## src/rtl/hsd_pkg.sv

```systemverilog
`timescale 1ns / 1ps
// ----------------------------------------------------------------------------
// hsd_pkg: shared types, tables and helpers of the Hamming decoder
// Beat types, code tables and the selection of the effective width code.
// ----------------------------------------------------------------------------
package hsd_pkg;

    localparam int CW_BITS             = 71;
    localparam int DATA_BITS           = 64;
    localparam int SYN_BITS            = 7;
    localparam int CODE_BITS           = 3;
    localparam int NUM_CODES           = 7;
    localparam int MAX_CHECK_BITS_DEF  = 7;

    localparam logic [CODE_BITS-1:0] CODE_MAX = CODE_BITS'(NUM_CODES - 1);

    localparam logic [6:0] DATA_WIDTH_TAB [NUM_CODES] = '{
        7'd8, 7'd12, 7'd16, 7'd24, 7'd32, 7'd48, 7'd64
    };
    localparam logic [6:0] CODE_LEN_TAB [NUM_CODES] = '{
        7'd12, 7'd17, 7'd21, 7'd29, 7'd38, 7'd54, 7'd71
    };
    localparam logic [6:0] CHECK_IDX_TAB [SYN_BITS] = '{
        7'd0, 7'd1, 7'd3, 7'd7, 7'd15, 7'd31, 7'd63
    };

    typedef struct packed {
        logic [6:0]  codeword_high;
        logic [63:0] codeword_low;
    } cw_beat_t;

    typedef struct packed {
        logic [63:0] data_out;
        logic [6:0]  syndrome;
        logic        corrected;
        logic        out_of_range;
    } res_beat_t;

    // Saturates an unused code and lowers it until its check bits fit.
    function automatic logic [CODE_BITS-1:0] effective_code(
        input logic [CODE_BITS-1:0] width_code,
        input int                   max_checks
    );
        logic [CODE_BITS-1:0] c;
        c = (width_code > CODE_MAX) ? CODE_MAX : width_code;
        for (int s = 0; s < NUM_CODES; s++) begin
            if (c != '0 && (int'(CODE_LEN_TAB[c]) - int'(DATA_WIDTH_TAB[c])) > max_checks)
            begin
                c = c - CODE_BITS'(1);
            end
        end
        return c;
    endfunction

endpackage

```

## src/rtl/hamming_sec_decoder.sv

```systemverilog
`timescale 1ns / 1ps
// ----------------------------------------------------------------------------
// hamming_sec_decoder: single-error-correcting Hamming decoder
// Decodes one codeword of up to 71 bits per cycle while the result is not stalled, at a configured data width.
//
//   Channel   Signals                              Direction
//   cw        cw_valid, cw_stall, cw_beat          codewords in
//   res       res_valid, res_stall, res_beat       decoded beats out
//   cfg       cfg_write_en, cfg_write_data         width code write
//
// A beat is accepted whenever cw_stall is low and passes through
// one input register, the decode logic, and one result register.
// Reset clears the valid flags and sets the width code to zero.
// When the result is stalled both stages hold, so cw_stall follows res_stall
// while a result is waiting.
// ----------------------------------------------------------------------------
module hamming_sec_decoder #(
    parameter int MAX_CHECK_BITS = hsd_pkg::MAX_CHECK_BITS_DEF
) (
    input  logic                          clk,
    input  logic                          rst_n,
    input  logic                          cw_valid,
    output logic                          cw_stall,
    input  hsd_pkg::cw_beat_t             cw_beat,
    output logic                          res_valid,
    input  logic                          res_stall,
    output hsd_pkg::res_beat_t            res_beat,
    input  logic                          cfg_write_en,
    input  logic [hsd_pkg::CODE_BITS-1:0] cfg_write_data
);
    import hsd_pkg::*;

    logic [CODE_BITS-1:0] width_code_reg;
    logic [CODE_BITS-1:0] width_code_next;
    logic                 in_valid_reg;
    logic                 in_valid_next;
    cw_beat_t             in_beat_reg;
    logic                 out_valid_reg;
    logic                 out_valid_next;
    res_beat_t            out_beat_reg;
    res_beat_t            out_beat_next;
    logic [CODE_BITS-1:0] code;
    logic                 advance;

    assign advance  = !(out_valid_reg && res_stall);
    assign cw_stall = !advance;

    assign width_code_next = cfg_write_en ? cfg_write_data : width_code_reg;
    assign in_valid_next   = advance ? cw_valid : in_valid_reg;
    assign out_valid_next  = advance ? in_valid_reg : out_valid_reg;
    assign code            = effective_code(width_code_reg, MAX_CHECK_BITS);

    hsd_decode u_decode (
        .cw_beat  (in_beat_reg),
        .code     (code),
        .res_beat (out_beat_next)
    );

    always_ff @(posedge clk or negedge rst_n)
    begin
        if (!rst_n) begin
            width_code_reg <= '0;
            in_valid_reg   <= 1'b0;
            out_valid_reg  <= 1'b0;
        end else begin
            width_code_reg <= width_code_next;
            in_valid_reg   <= in_valid_next;
            out_valid_reg  <= out_valid_next;
        end
    end

    always_ff @(posedge clk)
    begin
        if (advance) begin
            in_beat_reg  <= cw_beat;
            out_beat_reg <= out_beat_next;
        end
    end

    assign res_valid = out_valid_reg;
    assign res_beat  = out_beat_reg;

endmodule

```

## src/rtl/hsd_decode.sv

```systemverilog
`timescale 1ns / 1ps
// ----------------------------------------------------------------------------
// hsd_decode: combinational single-error-correcting decode
// Masks the codeword to its length, forms the syndrome, flips the addressed bit
// when it lies within the length, strips the check bits and masks the data to its width.
// ----------------------------------------------------------------------------
module hsd_decode (
    input  hsd_pkg::cw_beat_t             cw_beat,
    input  logic [hsd_pkg::CODE_BITS-1:0] code,
    output hsd_pkg::res_beat_t            res_beat
);
    import hsd_pkg::*;

    logic [CW_BITS-1:0]   cw;
    logic [CW_BITS-1:0]   masked;
    logic [CW_BITS-1:0]   fixed;
    logic [SYN_BITS-1:0]  syn;
    logic [DATA_BITS-1:0] data_raw;
    logic [6:0]           len;
    logic [6:0]           width;
    logic                 oor;
    logic                 fix;

    assign cw    = {cw_beat.codeword_high, cw_beat.codeword_low};
    assign len   = CODE_LEN_TAB[code];
    assign width = DATA_WIDTH_TAB[code];

    always_comb
    begin
        for (int i = 0; i < CW_BITS; i++) begin
            masked[i] = cw[i] & (7'(i) < len);
        end
    end

    always_comb
    begin
        syn = '0;
        for (int q = 0; q < SYN_BITS; q++) begin
            for (int i = 0; i < CW_BITS; i++) begin
                if ((((i + 1) >> q) & 1) == 1) begin
                    syn[q] = syn[q] ^ masked[i];
                end
            end
        end
    end

    assign oor = (syn > len);
    assign fix = (syn != '0) && !oor;

    always_comb
    begin
        for (int i = 0; i < CW_BITS; i++) begin
            fixed[i] = masked[i] ^ (fix && (syn == 7'(i + 1)));
        end
    end

    // Data bits sit at every position that is not a power of two.
    always_comb
    begin
        int t;
        t = 0;
        data_raw = '0;
        for (int i = 0; i < CW_BITS; i++) begin
            if (((i + 1) & i) != 0) begin
                data_raw[t] = fixed[i];
                t = t + 1;
            end
        end
    end

    always_comb
    begin
        for (int t = 0; t < DATA_BITS; t++) begin
            res_beat.data_out[t] = data_raw[t] & (7'(t) < width);
        end
        res_beat.syndrome     = syn;
        res_beat.corrected    = fix;
        res_beat.out_of_range = oor;
    end

endmodule
```

## config.mk

```make
export PLATFORM = sky130hd
export DESIGN_NAME = hamming_sec_decoder
export DESIGN_NICKNAME = d
export VERILOG_FILES = /design/src/rtl/hsd_pkg.sv /design/src/rtl/hamming_sec_decoder.sv /design/src/rtl/hsd_decode.sv
export SDC_FILE = /design/constraint.sdc
export NUM_CORES = 1
export LEC_CHECK = 0
export ABC_CLOCK_PERIOD_IN_PS = 6000
export BUFFER_PORTS_ARGS = -buffer_cell sky130_fd_sc_hd__clkbuf_2
export CORE_MARGIN = 4
export CORE_UTILIZATION = 40
export DETAILED_ROUTE_END_ITERATION = 8
export RECOVER_POWER = 50
export SYNTH_ARGS = -nofsm -noshare
export SYNTH_HDL_FRONTEND = slang
export SYNTH_SLANG_ARGS = --single-unit
```

## constraint.sdc

```tcl
create_clock -name clk -period 6 [get_ports clk]
set_input_delay 0.9 -clock clk [delete_from_list [all_inputs] [get_ports clk]]
set_output_delay 0.9 -clock clk [all_outputs]
set_load 0.1 [all_outputs]
```

=== Word level (Yosys, flattened, before mapping) ===
Memory sizes are Yosys's and may differ from the RTL's.
Index checks and enable logic that the tools add are counted.

* Flip-flop bits (word level): 149
* Memory bits (read-only): 896
* Output and inout bits: 75
* Word-level logic and storage cells: 789
* Memories kept: 16

* Add/subtract/negate cells: 14
* Magnitude comparators: 152
* Equal/unequal tests: 64
* Mux-type cells: 40
* Bitwise gates (word level): 412
* Reductions and logical operators: 82

{| class="wikitable"
|+ Memory list
! memory !! depth !! bits a word !! rd ports !! clocked after memory_dff !! write ports !! RTL line !! text
|-
| (name not given) || 8 || 7 || 1 || 0 || 0 || hsd_pkg.sv:47 || <nowiki>if (c != '0 && (int'(CODE_LEN_TAB[c]) - int'(DATA_WIDTH_TAB[c])) > max_checks)</nowiki>
|-
| (name not given) || 8 || 7 || 1 || 0 || 0 || hsd_pkg.sv:47 ||
|-
| (name not given) || 8 || 7 || 1 || 0 || 0 || hsd_pkg.sv:47 ||
|-
| (name not given) || 8 || 7 || 1 || 0 || 0 || hsd_pkg.sv:47 ||
|-
| (name not given) || 8 || 7 || 1 || 0 || 0 || hsd_decode.sv:25 || <nowiki>assign len = CODE_LEN_TAB[code];</nowiki>
|-
| (name not given) || 8 || 7 || 1 || 0 || 0 || hsd_pkg.sv:47 ||
|-
| +10 memories || n/a || n/a || n/a || n/a || n/a || n/a ||
|}

{| class="wikitable"
|+ Operators with widths
! operator !! count
|-
| $lt A6 B7 Y1 const A || 64
|-
| $xor A1 B1 Y1 || 269
|-
| $lt A5 B7 Y1 const A || 32
|-
| $mux W7 || 32
|-
| $eq A7 B6 Y1 const B || 31
|-
| $and A1 B1 Y1 || 135
|-
| $lt A4 B7 Y1 const A || 16
|-
| $eq A7 B5 Y1 const B || 15
|-
| $logic_and A1 B1 Y1 || 73
|-
| $gt A8 B4 Y1 const B || 7
|-
| $lt A3 B7 Y1 const A || 8
|-
| $sub A7 B7 Y8 || 7
|-
| $eq A7 B4 Y1 const B || 7
|-
| $eq A7 B7 Y1 const B || 7
|-
| $lt A7 B7 Y1 const A || 7
|-
| $ge A4 B4 Y1 const B || 8
|-
| $not A3 Y4 || 8
|-
| $lt A1 B7 Y1 const A || 4
|-
| $lt A2 B7 Y1 const A || 4
|-
| $mux W3 || 8
|-
| $eq A7 B3 Y1 const B || 3
|-
| $reduce_bool A3 Y1 || 7
|-
| $sub A3 B1 Y3 const B || 7
|-
| $eq A7 B2 Y1 const B || 1
|-
| other kinds (4) || 4
|}

=== Logic depth before layout (Yosys ltp) ===
Gate-level depths: netlist of run 1.

* Depth after elaboration: 105
* Mapped depth: 29
* Gate-level depth less buffers: 21

=== Cells and area by module ===
A second synthesis of run 1 with hierarchy kept.

* Cells, all modules: 778
* Area, all modules: 8755.9 um^2

{| class="wikitable"
|+ Modules (own cells, without submodules)
! module !! instances !! cells each !! area an instance (um^2) !! seq. area each (um^2)
|-
| hamming_sec_decoder || 1 || 159 || 4530.6 || 4449.3
|-
| hsd_decode || 1 || 619 || 4225.3 || 0.0
|}

=== Worst setup path before layout of run 1 ===
OpenSTA, ideal clock, no wires.

* Kind: input-to-output
* Start: input port res_stall
* End: output port cw_stall
* Data arrival time: 5.725 ns
* Slack: -0.625 ns
* Stages: 2
* Buffers on the path: 0
* Path through: nand2_1 inv_1

* Longest elaborated chain between the ends: 1

{| class="wikitable"
|+ Ends and longest elaborated chain
! item !! RTL line !! text
|-
| start: declaration || hamming_sec_decoder.sv:26 || <nowiki>input logic res_stall,</nowiki>
|-
| $logic_and A1 B1 Y1 || hamming_sec_decoder.sv:45 || <nowiki>assign advance = !(out_valid_reg && res_stall);</nowiki>
|-
| end: declaration || hamming_sec_decoder.sv:23 || <nowiki>output logic cw_stall,</nowiki>
|}

No other way between the ends.

==> results of run 1 <==
## worst paths after layout
| kind | startpoint | end | slack, ps | cells after the start |
|---|---|---|---|---|
| setup / recovery | width_code_reg[1] | res_beat[17] | 360 | 19 |
| hold / removal | rst_n | width_code_reg[0] | 320 | 1 |
| setup reg to reg | width_code_reg[1] | res_beat[17] | 360 | 19 |
| hold reg to reg | in_valid_reg | res_valid | 460 | 1 |
| max in group asynchronous | rst_n | width_code_reg[2] | 5450 | 1 |
| min in group clk | in_valid_reg | res_valid | 460 | 1 |
## cell families (layout without fill, tap and decap cells)
| family | Yosys count | in the layout |
|---|---|---|
| AOI/OAI and AO/OA | 204 | 204 |
| xor gates and xnor gates | 125 | 125 |
| adders and majority gates | 7 | 7 |
| buffers and inverters | 76 | 221 |
| DFF | 149 | 149 |
| muxes | 9 | 9 |
| and+or+nand+nor | 161 | 161 |
## per-stage QoR
step	instance area, um2	std cells
floorplan	8651	731
global placement	9692	1119
detailed placement	9692	1119
CTS	10270	1151
global route	10200	1151
finish	10200	1151
## cells in the mapped netlist (4+ instances only)
master	instances
xor2_1	31
nor3_1	5
buf_2	11
nand2b_1	8
a21oi_1	76
dfrtp_1	5
a211oi_1	4
ha_1	7
nor2_1	23
o21a_1	5
o21ai_0	18
a2111o_1	10
or2_2	4
or4_1	49
nor4_1	5
a32oi_1	5
nor2b_1	7
edfxtp_1	144
nand2_1	29
nand3_1	8
o311ai_0	12
clkbuf_1	46
xnor2_1	73
buf_1	5
and3_1	4
o31ai_1	49
xnor3_1	16
mux2i_1	5
a31oi_1	5
inv_1	9
## placed cells by master, fill, tap and decap left out, drive strengths merged, types with 3 or more instances in the layout
cell type and n:
a2111o 10, a211oi 4, a21o 3, a21oi 76, a31oi 5, a32oi 5, and2 3, and3 4
buf 24, clkbuf 172, clkinv 8, dfrtp 5, edfxtp 144, ha 7, inv 13, mux2 4
mux2i 5, nand2 29, nand2b 8, nand3 8, nor2 25, nor2b 7, nor3 6, nor4 5
o21a 5, o21ai 19, o22ai 3, o311ai 12, o31ai 49, or2 6, or4 51, xnor2 74
xnor3 17, xor2 31, xor3 3
## routing by layer
layer | GRT usage (%) | wire, um
met5 | 0 | 0
met4 | 6.182 | 525
met3 | 4.256 | 1524
met2 | 30.79 | 11130
met1 | 27.51 | 10640
## final cells by class
| class | instances | area [um2] |
|---|---|---|
| clock inverter | 15 | 155.1 |
| fill | 1965 | 10950 |
| tap | 275 | 344.1 |
| multi-input combinational | 506 | 3884 |
| timing repair buffer | 179 | 904.6 |
| sequential | 149 | 4449 |
| inverter | 10 | 37.54 |
| clock buffer | 17 | 425.4 |
==> flow_summary.toml, run 1 <==
[global_route]
antenna_found_initial = 1
grt_pass1_vias = 6404
gr-total-overflow = 0
grt_pass1_wl_mm = 36.41
grt_max_degree = 81
grtUsageTotal_pct = 19.68

[logic_synthesis]
syn_area_um2 = 8648
async_reset_ff_share_pct = 3.356
yosysWarnings = 0
synthXorXnorAreaFrac_pct = 15.99
ys.flop_type = "edfxtp_1"
yosys.cell_types.count = 63
syn-instance-count = 731
synth_compound_area_share_pct = 15.68
netlist.area_leader.share_pct = 50.00
syn_nets = 817
synth_top_family_by_area = "XOR/XNOR gates"
yosys.area_share.simple_pct = 11.00
synthAdderAreaFrac_pct = 1.013
synth_enable_flop_cells = 144
synthMuxAreaShare_pct = 1.143
synth.largest_area_cell = "edfxtp_1"
ys_ff_latch = 149
synth_area_leaders = "edfxtp_1 50%, xnor2_1 7.4%, a21oi_1 4.4%"
ys_seq_area_share_pct = 51.45
synth.avg_cell_area_um2 = 11.83

[critical_path]
end_kind = "register"
path_delay_family = "simple AND/OR/NAND/NOR gates"
worstSetupPathType = "register to register"
slowest_stage = "xor3_1"
path_cells = "inv_1 > clkbuf_1 > o21ai_0 > or3_1 > o2111ai_1 > xnor3_1 > xor3_1 > inv_1 > ha_1 > nor2b_1 > o21a_1 > o21a_1 > nor2_1 > o22a_1 > mux2_4 > inv_2 > or4_4 > or4_1 > a21oi_1"
worst_path_largest_cell_delay_ps = 560
cp-start-kind = "register"
crit_fanout = 17
worstPathRequired_ps = 6270
arrival_ps = 5910
cp_num_buf_inv = 4

[route]
routed_wl_mm = 23.82
vias_per_cell = 5.662
via_count = 6517
wire_per_inst_um = 20.70
post-route-drc-count = 0
dr.first_iter.drc_count = 454
drtPass1Iterations = 5
ant_nets = 0

[outcome]
failed_checks = "max-capacitance violations, max-slew violations"
outcome = "finished, violations left"

[placed_design]
pre_cts_ws_ps = 535.8
hpwl_mm = 16.91
gp_congestion = 0.9224
portBuffers = 153

[clocking]
numCtsBuffers = 17
root_buffer = "clkbuf_16"
cts_tree = "yes"
cts.sinks = 149
post-cts-setup-buffers = 0
htreeDepth = 4
clock_path_buffers = 2
clk_latency_ps = 430
cts.clk_slew.worst_paths_ps = 70
hold_buffers = 0
cts_resized = 0

[final_layout]
final_core_util_pct = 48.22
syn_to_final_growth_pct = 17.94
largest_register_ffs = 73
insertedDiodeCount = 0
layout-drive-gt1-share_pct = 21.46
fin_nets = 949

[die]
die_h_um = 155.0
placementRows = 53
ioPinCount = 154
initial_core_util_pct = 40.88
core-area_um2 = 21150
die_w_um = 155.0
die_area_um2 = 24040

[sta]
hold_ws_ps = 321.5
rsz0062_at_grt = "false"
finClkSkew_ps = 12.14
setup_viol = 0
fin_crit_sh_pct = 94.03
worst_pin_slew_ps = 3286
finalHoldViolCount = 0
fin_crit_ps = 5642
drv_slew = 81
timing.final.ws_setup_ps = 358.0
max_freq_mhz = 177.2
final.setup.tns_ps = 0
relSlewSlack_pct = -119.6

[min_path]
hp-class = "input pin to asynchronous set/reset pin"

[job]
cap_viol_max_count = 1
Power of run 1 is left out: the tool's default activity adds up to more than one toggle a clock period on the data nets, which glitch-free logic cannot reach.
==> run 2, diff against run 1 <==
Settings changed: PLACE_DENSITY from default to 0.65.
==> run 2 against run 1 <==
The flow still finishes with violations (max-capacitance violations, max-slew violations). Register-to-register slack improved by 340 ps. Hold slack improved by 13 ps. Sequential cell count unchanged. Global-route usage fell by 0.25 points. Maximum frequency up 6.4%. Non-clock buffer count decreased by 2. Critical path depth unchanged. Cell count decreased by 0.17%. Wire length fell by 1.3%. Die area is the same. Worst setup slack better by 340 ps. Sequential share of layout area is 0.28 points lower.
==> flow_summary.toml, run 2 (synthesis gave the netlist of run 1 again) <==
[outcome]
outcome = "finished, violations left"
failed_checks = "max-capacitance violations, max-slew violations"

[clocking]
clock_path_buffers = 2
hold_buffers = 0
cts.sinks = 149
htreeDepth = 4
root_buffer = "clkbuf_16"
post-cts-setup-buffers = 0
cts.clk_slew.worst_paths_ps = 60
numCtsBuffers = 17
clk_latency_ps = 430
cts_tree = "yes"
cts_resized = 0

[job]
cap_viol_max_count = 1

[min_path]
hp-class = "input pin to asynchronous set/reset pin"

[critical_path]
worst_path_largest_cell_delay_ps = 530
reg2reg_slack_ps = 700
end_kind = "register"
slowest_stage = "or4_4"
worstReg2RegEnd = "res_beat[17]"
arrival_ps = 5580
worstPathRequired_ps = 6280
crit_fanout = 42
path_cells = "buf_4 > inv_1 > nor2_1 > o22a_1 > o2111ai_1 > xnor3_1 > xor3_1 > inv_1 > ha_1 > nor2b_1 > o21a_1 > o21a_1 > nor2_1 > o22a_1 > mux2_4 > inv_2 > or4_4 > or4_1 > a21oi_1"
worstSetupPathType = "register to register"
reg2regPathDepth = 19
r2r-start = "width_code_reg[2]"
cp-start-kind = "register"

[route]
wire_per_inst_um = 20.46
routed_wl_mm = 23.51
dr.first_iter.drc_count = 530
vias_per_cell = 5.633
drtPass1Iterations = 5
ant_nets = 0
post-route-drc-count = 0
via_count = 6472

[die]
ioPinCount = 154
die_area_um2 = 24040
core-area_um2 = 21150
placementRows = 53
die_w_um = 155.0
die_h_um = 155.0
initial_core_util_pct = 40.88

[sta]
finalHoldViolCount = 0
setup_viol = 0
worst_pin_slew_ps = 3084
fin_crit_ps = 5300
timing.final.ws_setup_ps = 699.7
fin_crit_sh_pct = 88.34
relSlewSlack_pct = -105.6
finClkSkew_ps = 17.68
rsz0062_at_grt = "false"
final.setup.tns_ps = 0
max_freq_mhz = 188.7
drv_slew = 76

[global_route]
gr-total-overflow = 0
grtUsageTotal_pct = 19.43
grt_pass1_wl_mm = 35.57
antenna_found_initial = 0
grt_pass1_vias = 6109
grt_max_degree = 76

[placed_design]
pre_cts_ws_ps = 740.2
portBuffers = 153
hpwl_mm = 16.79
dp_cells = 1117
gp_congestion = 0.8841

[final_layout]
insertedDiodeCount = 0
largest_register_ffs = 73
final_cell_mix = "144 x edfxtp_1, 111 x clkbuf_2, 76 x a21oi_1"
instances_no_fill = 1149
fin_nets = 947
layout-drive-gt1-share_pct = 20.71
syn_to_final_growth_pct = 18.71
final_common_cell = "edfxtp_1"
nFillCells = 1921
==> run 2: layer usage <==
metal	up-vias	track usage [%]	share of wire, %
met2	239	30.65	47
met3	16	3.338	6.3
met5	-	0	0
met1	3135	27.73	46
met4	0	5.551	1.3
li1	3082	-	-
==> run 2: worst max-delay path by stage <==
stage / endpoint / from / slack (ps) / cells after the start
CTS: res_beat[17] / width_code_reg[1] / 710 / 19
finish: res_beat[17] / width_code_reg[2] / 700 / 19
global placement: res_beat[17] / width_code_reg[2] / 840 / 19
detailed placement: res_beat[17] / width_code_reg[1] / 740 / 19
global route: res_beat[17] / width_code_reg[0] / 310 / 18
floorplan: res_beat[14] / width_code_reg[1] / 300 / 28
==> run 2: worst max-delay path, delay by kind of cell (launching register included) <==
family                     cells  cell delay, ps
muxes                          1             170
adders and majority gates      1             310
AOI/OAI and AO/OA              6            1160
buffers and inverters          4             810
and+or+nand+nor                5            1370
DFF                            1             370
xor gates and xnor gates       2             970
==> run 2: final cells by class <==
class / instances / area (um2) / area share, %
multi-input cells: 506 / 3884 / 37.83
clock inverters: 9 / 200.2 / 1.950
repair buffers: 177 / 893.4 / 8.702
clock buffers: 23 / 457.9 / 4.461
inverters: 10 / 37.54 / 0.3656
flip-flops and latches: 149 / 4449 / 43.34
well taps: 275 / 344.1 / 3.352
==> run 2: through the flow <==
stage          area, um2  hold WS [ps]  util [%]
2_1_floorplan       8651         430.5         -
3_3_place_gp        9677         442.9     45.74
3_5_place_dp        9677         459.9     45.74
4_1_cts            10330         273.7     48.86
5_1_grt            10270         342.5     48.53
6_report           10270         334.9     48.53
Power of run 2 is left out for the same reason.
==> run 3, diff against run 2 <==
Settings changed: ABC_AREA from default to 1, PLACE_DENSITY 0.65 to 0.64.
==> run 3 against run 2 <==
The flow still finishes with violations (max-capacitance violations, max-slew violations). Sequential cell count stayed put. Die area is 16% higher. Cell count up 64%. Final area rose by 15%. Wire length up 39%. First-iteration DRC count increased by 100%. Synthesized area increased by 17%. Clock-buffer cell count decreased by 3.
==> flow_summary.toml, run 3 <==
[logic_synthesis]
synth_area_leaders = "edfxtp_1 43%, nand2_1 19%, nand3_1 7.9%"
synth.largest_area_cell = "edfxtp_1"
ys.flop_type = "edfxtp_1"
ys_ff_latch = 149
yosys.cell_types.count = 34
ys_seq_area_share_pct = 43.85
synth.avg_cell_area_um2 = 7.226
syn_nets = 1490
yosysWarnings = 0
async_reset_ff_share_pct = 3.356
netlist.area_leader.share_pct = 42.62
synth_most_common_cell = "nand2_1"
syn_area_um2 = 10150
synth_common_cells = "522 x nand2_1, 174 x inv_1, 161 x nand3_1, 144 x edfxtp_1, 122 x nor2_1"
syn-instance-count = 1404
synth_enable_flop_cells = 144

[die]
core-area_um2 = 25040
die_area_um2 = 27980
ioPinCount = 154
initial_core_util_pct = 40.52
die_w_um = 167.3
die_h_um = 167.3
placementRows = 58

[final_layout]
layout-drive-gt1-share_pct = 13.24
fin_area_um2 = 11760
largest_register_ffs = 73
final_cell_mix = "522 x nand2_1, 174 x inv_1, 161 x nand3_1"
fin_nets = 1629
syn_to_final_growth_pct = 15.95
insertedDiodeCount = 0
final_common_cell = "nand2_1"

[sta]
finClkSkew_ps = 14.61
setup_viol = 0
drv_slew = 81
fin_crit_sh_pct = 86.71
final.setup.tns_ps = 0
max_freq_mhz = 192.2
worst_pin_slew_ps = 3215
rsz0062_at_grt = "false"
fin_crit_ps = 5203
finalHoldViolCount = 0
relSlewSlack_pct = -114.3

[clocking]
clock_path_buffers = 2
numCtsBuffers = 17
cts_tree = "yes"
hold_buffers = 0
cts.sinks = 149
htreeDepth = 4
clk_latency_ps = 440
cts.clk_slew.worst_paths_ps = 70
cts_resized = 0
root_buffer = "clkbuf_16"
post-cts-setup-buffers = 0

[global_route]
gr-total-overflow = 0
antenna_found_initial = 0
grt_pass1_wl_mm = 50.48
grtUsageTotal_pct = 23.08
grt_pass1_vias = 8980
grt_max_degree = 81

[route]
routed_wl_mm = 32.66
dr.first_iter.drc_count = 1071
routed.top_layer = "met4"
ant_nets = 0
wl_met1_mm = 14.34
post-route-drc-count = 0
via_count = 9849
wl_met3_mm = 2.506
drtPass1Iterations = 6
wire_per_inst_um = 17.32
vias_per_cell = 5.222
wl_met2_mm = 15.02

[critical_path]
reg2regPathDepth = 29
crit_fanout = 48
cp-start-kind = "register"
worstPathRequired_ps = 6170
reg2reg_slack_ps = 800
arrival_ps = 5370
r2r-start = "width_code_reg[1]"
end_kind = "register"
worstSetupPathType = "register to register"
critPathMostFrequentCell = "nand2_1"
worstReg2RegEnd = "res_beat[52]"
slowest_stage = "dfrtp_1"
worst_path_largest_cell_delay_ps = 730

[placed_design]
portBuffers = 153
gp_congestion = 1.054
place_area_um2 = 11160
hpwl_mm = 24.72

[pwr]
finalPower_mw = 5.538
p_leak_nw = 5.969
vdd_drop_max_mv = 0.2964
pwr_density_cell_nw_per_um2 = 470.8

[min_path]
hp-class = "input pin to asynchronous set/reset pin"

[job]
cap_viol_max_count = 1

[outcome]
outcome = "finished, violations left"
failed_checks = "max-capacitance violations, max-slew violations"
[run 3: cell types whose count changed in the layout (fill, tap and decap cells not counted), moves of 16 or more]
cell and delta:
or4_1 -49, xnor3_1 -16, nand4_1 +65, o31ai_1 -49, a21oi_1 -61, inv_1 +165, nor2_1 +99, xnor2_1 -57
nand2_1 +493, nand3_1 +153, buf_4 -18
[run 3: kinds of logic (layout without fill, tap and decap cells)]
kind of cell             Yosys count  count (layout)  share of synthesized area (%)
AND/OR/NAND/NOR                  927             927                          39.61
XOR/XNOR                          36              36                          3.182
flip-flops                       149             149                          43.85
buffers and inverters            232             384                          9.792
AO/OA/AOI/OAI                     53              53                          2.701
adder cells (fa/ha/maj)            7               7                         0.8632
[run 3: cell type report]
type	count	area, um2
clock buffers	20	436.7
clock inverters	12	226.5
fillers	2521	13270
inverters	191	718.2
multi-input cells	1023	4708
flip-flops and latches	149	4449
well taps	330	412.9
repair buffers	161	812.0
[run 3: how the worst max path moves through the flow]
| stage | startpoint | endpoint | cells past startpoint |
|---|---|---|---|
| final | width_code_reg[1] | res_beat[52] | 29 |
| after global routing | width_code_reg[1] | res_beat[54] | 29 |
| after CTS | width_code_reg[1] | res_beat[53] | 28 |
| after detailed placement | width_code_reg[1] | res_beat[54] | 28 |
| after global placement | width_code_reg[1] | res_beat[43] | 28 |
| after floorplan | res_valid | cw_stall | 2 |
[run 3: metrics by stage]
stage	instances	hold WS (ps)	setup slack, ps	utilization [%]
finish	1886	321.6	797.5	46.99
global route	1886	337.5	370.6	46.99
CTS	1886	269.5	865.6	47.21
detailed placement	1854	452.5	906.0	44.56
global placement	1854	439.1	956.8	44.56
floorplan	1404	419.8	1253	-
[run 3: worst max-delay path: cells and delay by family (launching register included)]
family / cells / cell delay, ps
xor gates and xnor gates: 1 / 160
adders and majority gates: 2 / 520
buffers and inverters: 7 / 1090
DFF: 1 / 730
and+or+nand+nor: 19 / 2390
[run 3: power by group]
| group | total, mW | switching, mW | internal [mW] |
|---|---|---|---|
| combinational | 2.87 | 2.34 | 0.526 |
| sequential | 1.44 | 0.0866 | 1.35 |
| clock | 1.23 | 0.452 | 0.782 |
[run 3: metal layers]
layer,GRT usage [%],up-vias
met5,0,-
met4,7.092,0
met3,3.754,51
met2,37.13,419
met1,32.23,4552
li1,-,4827
Note: power is estimated with default switching activity, not from simulation.
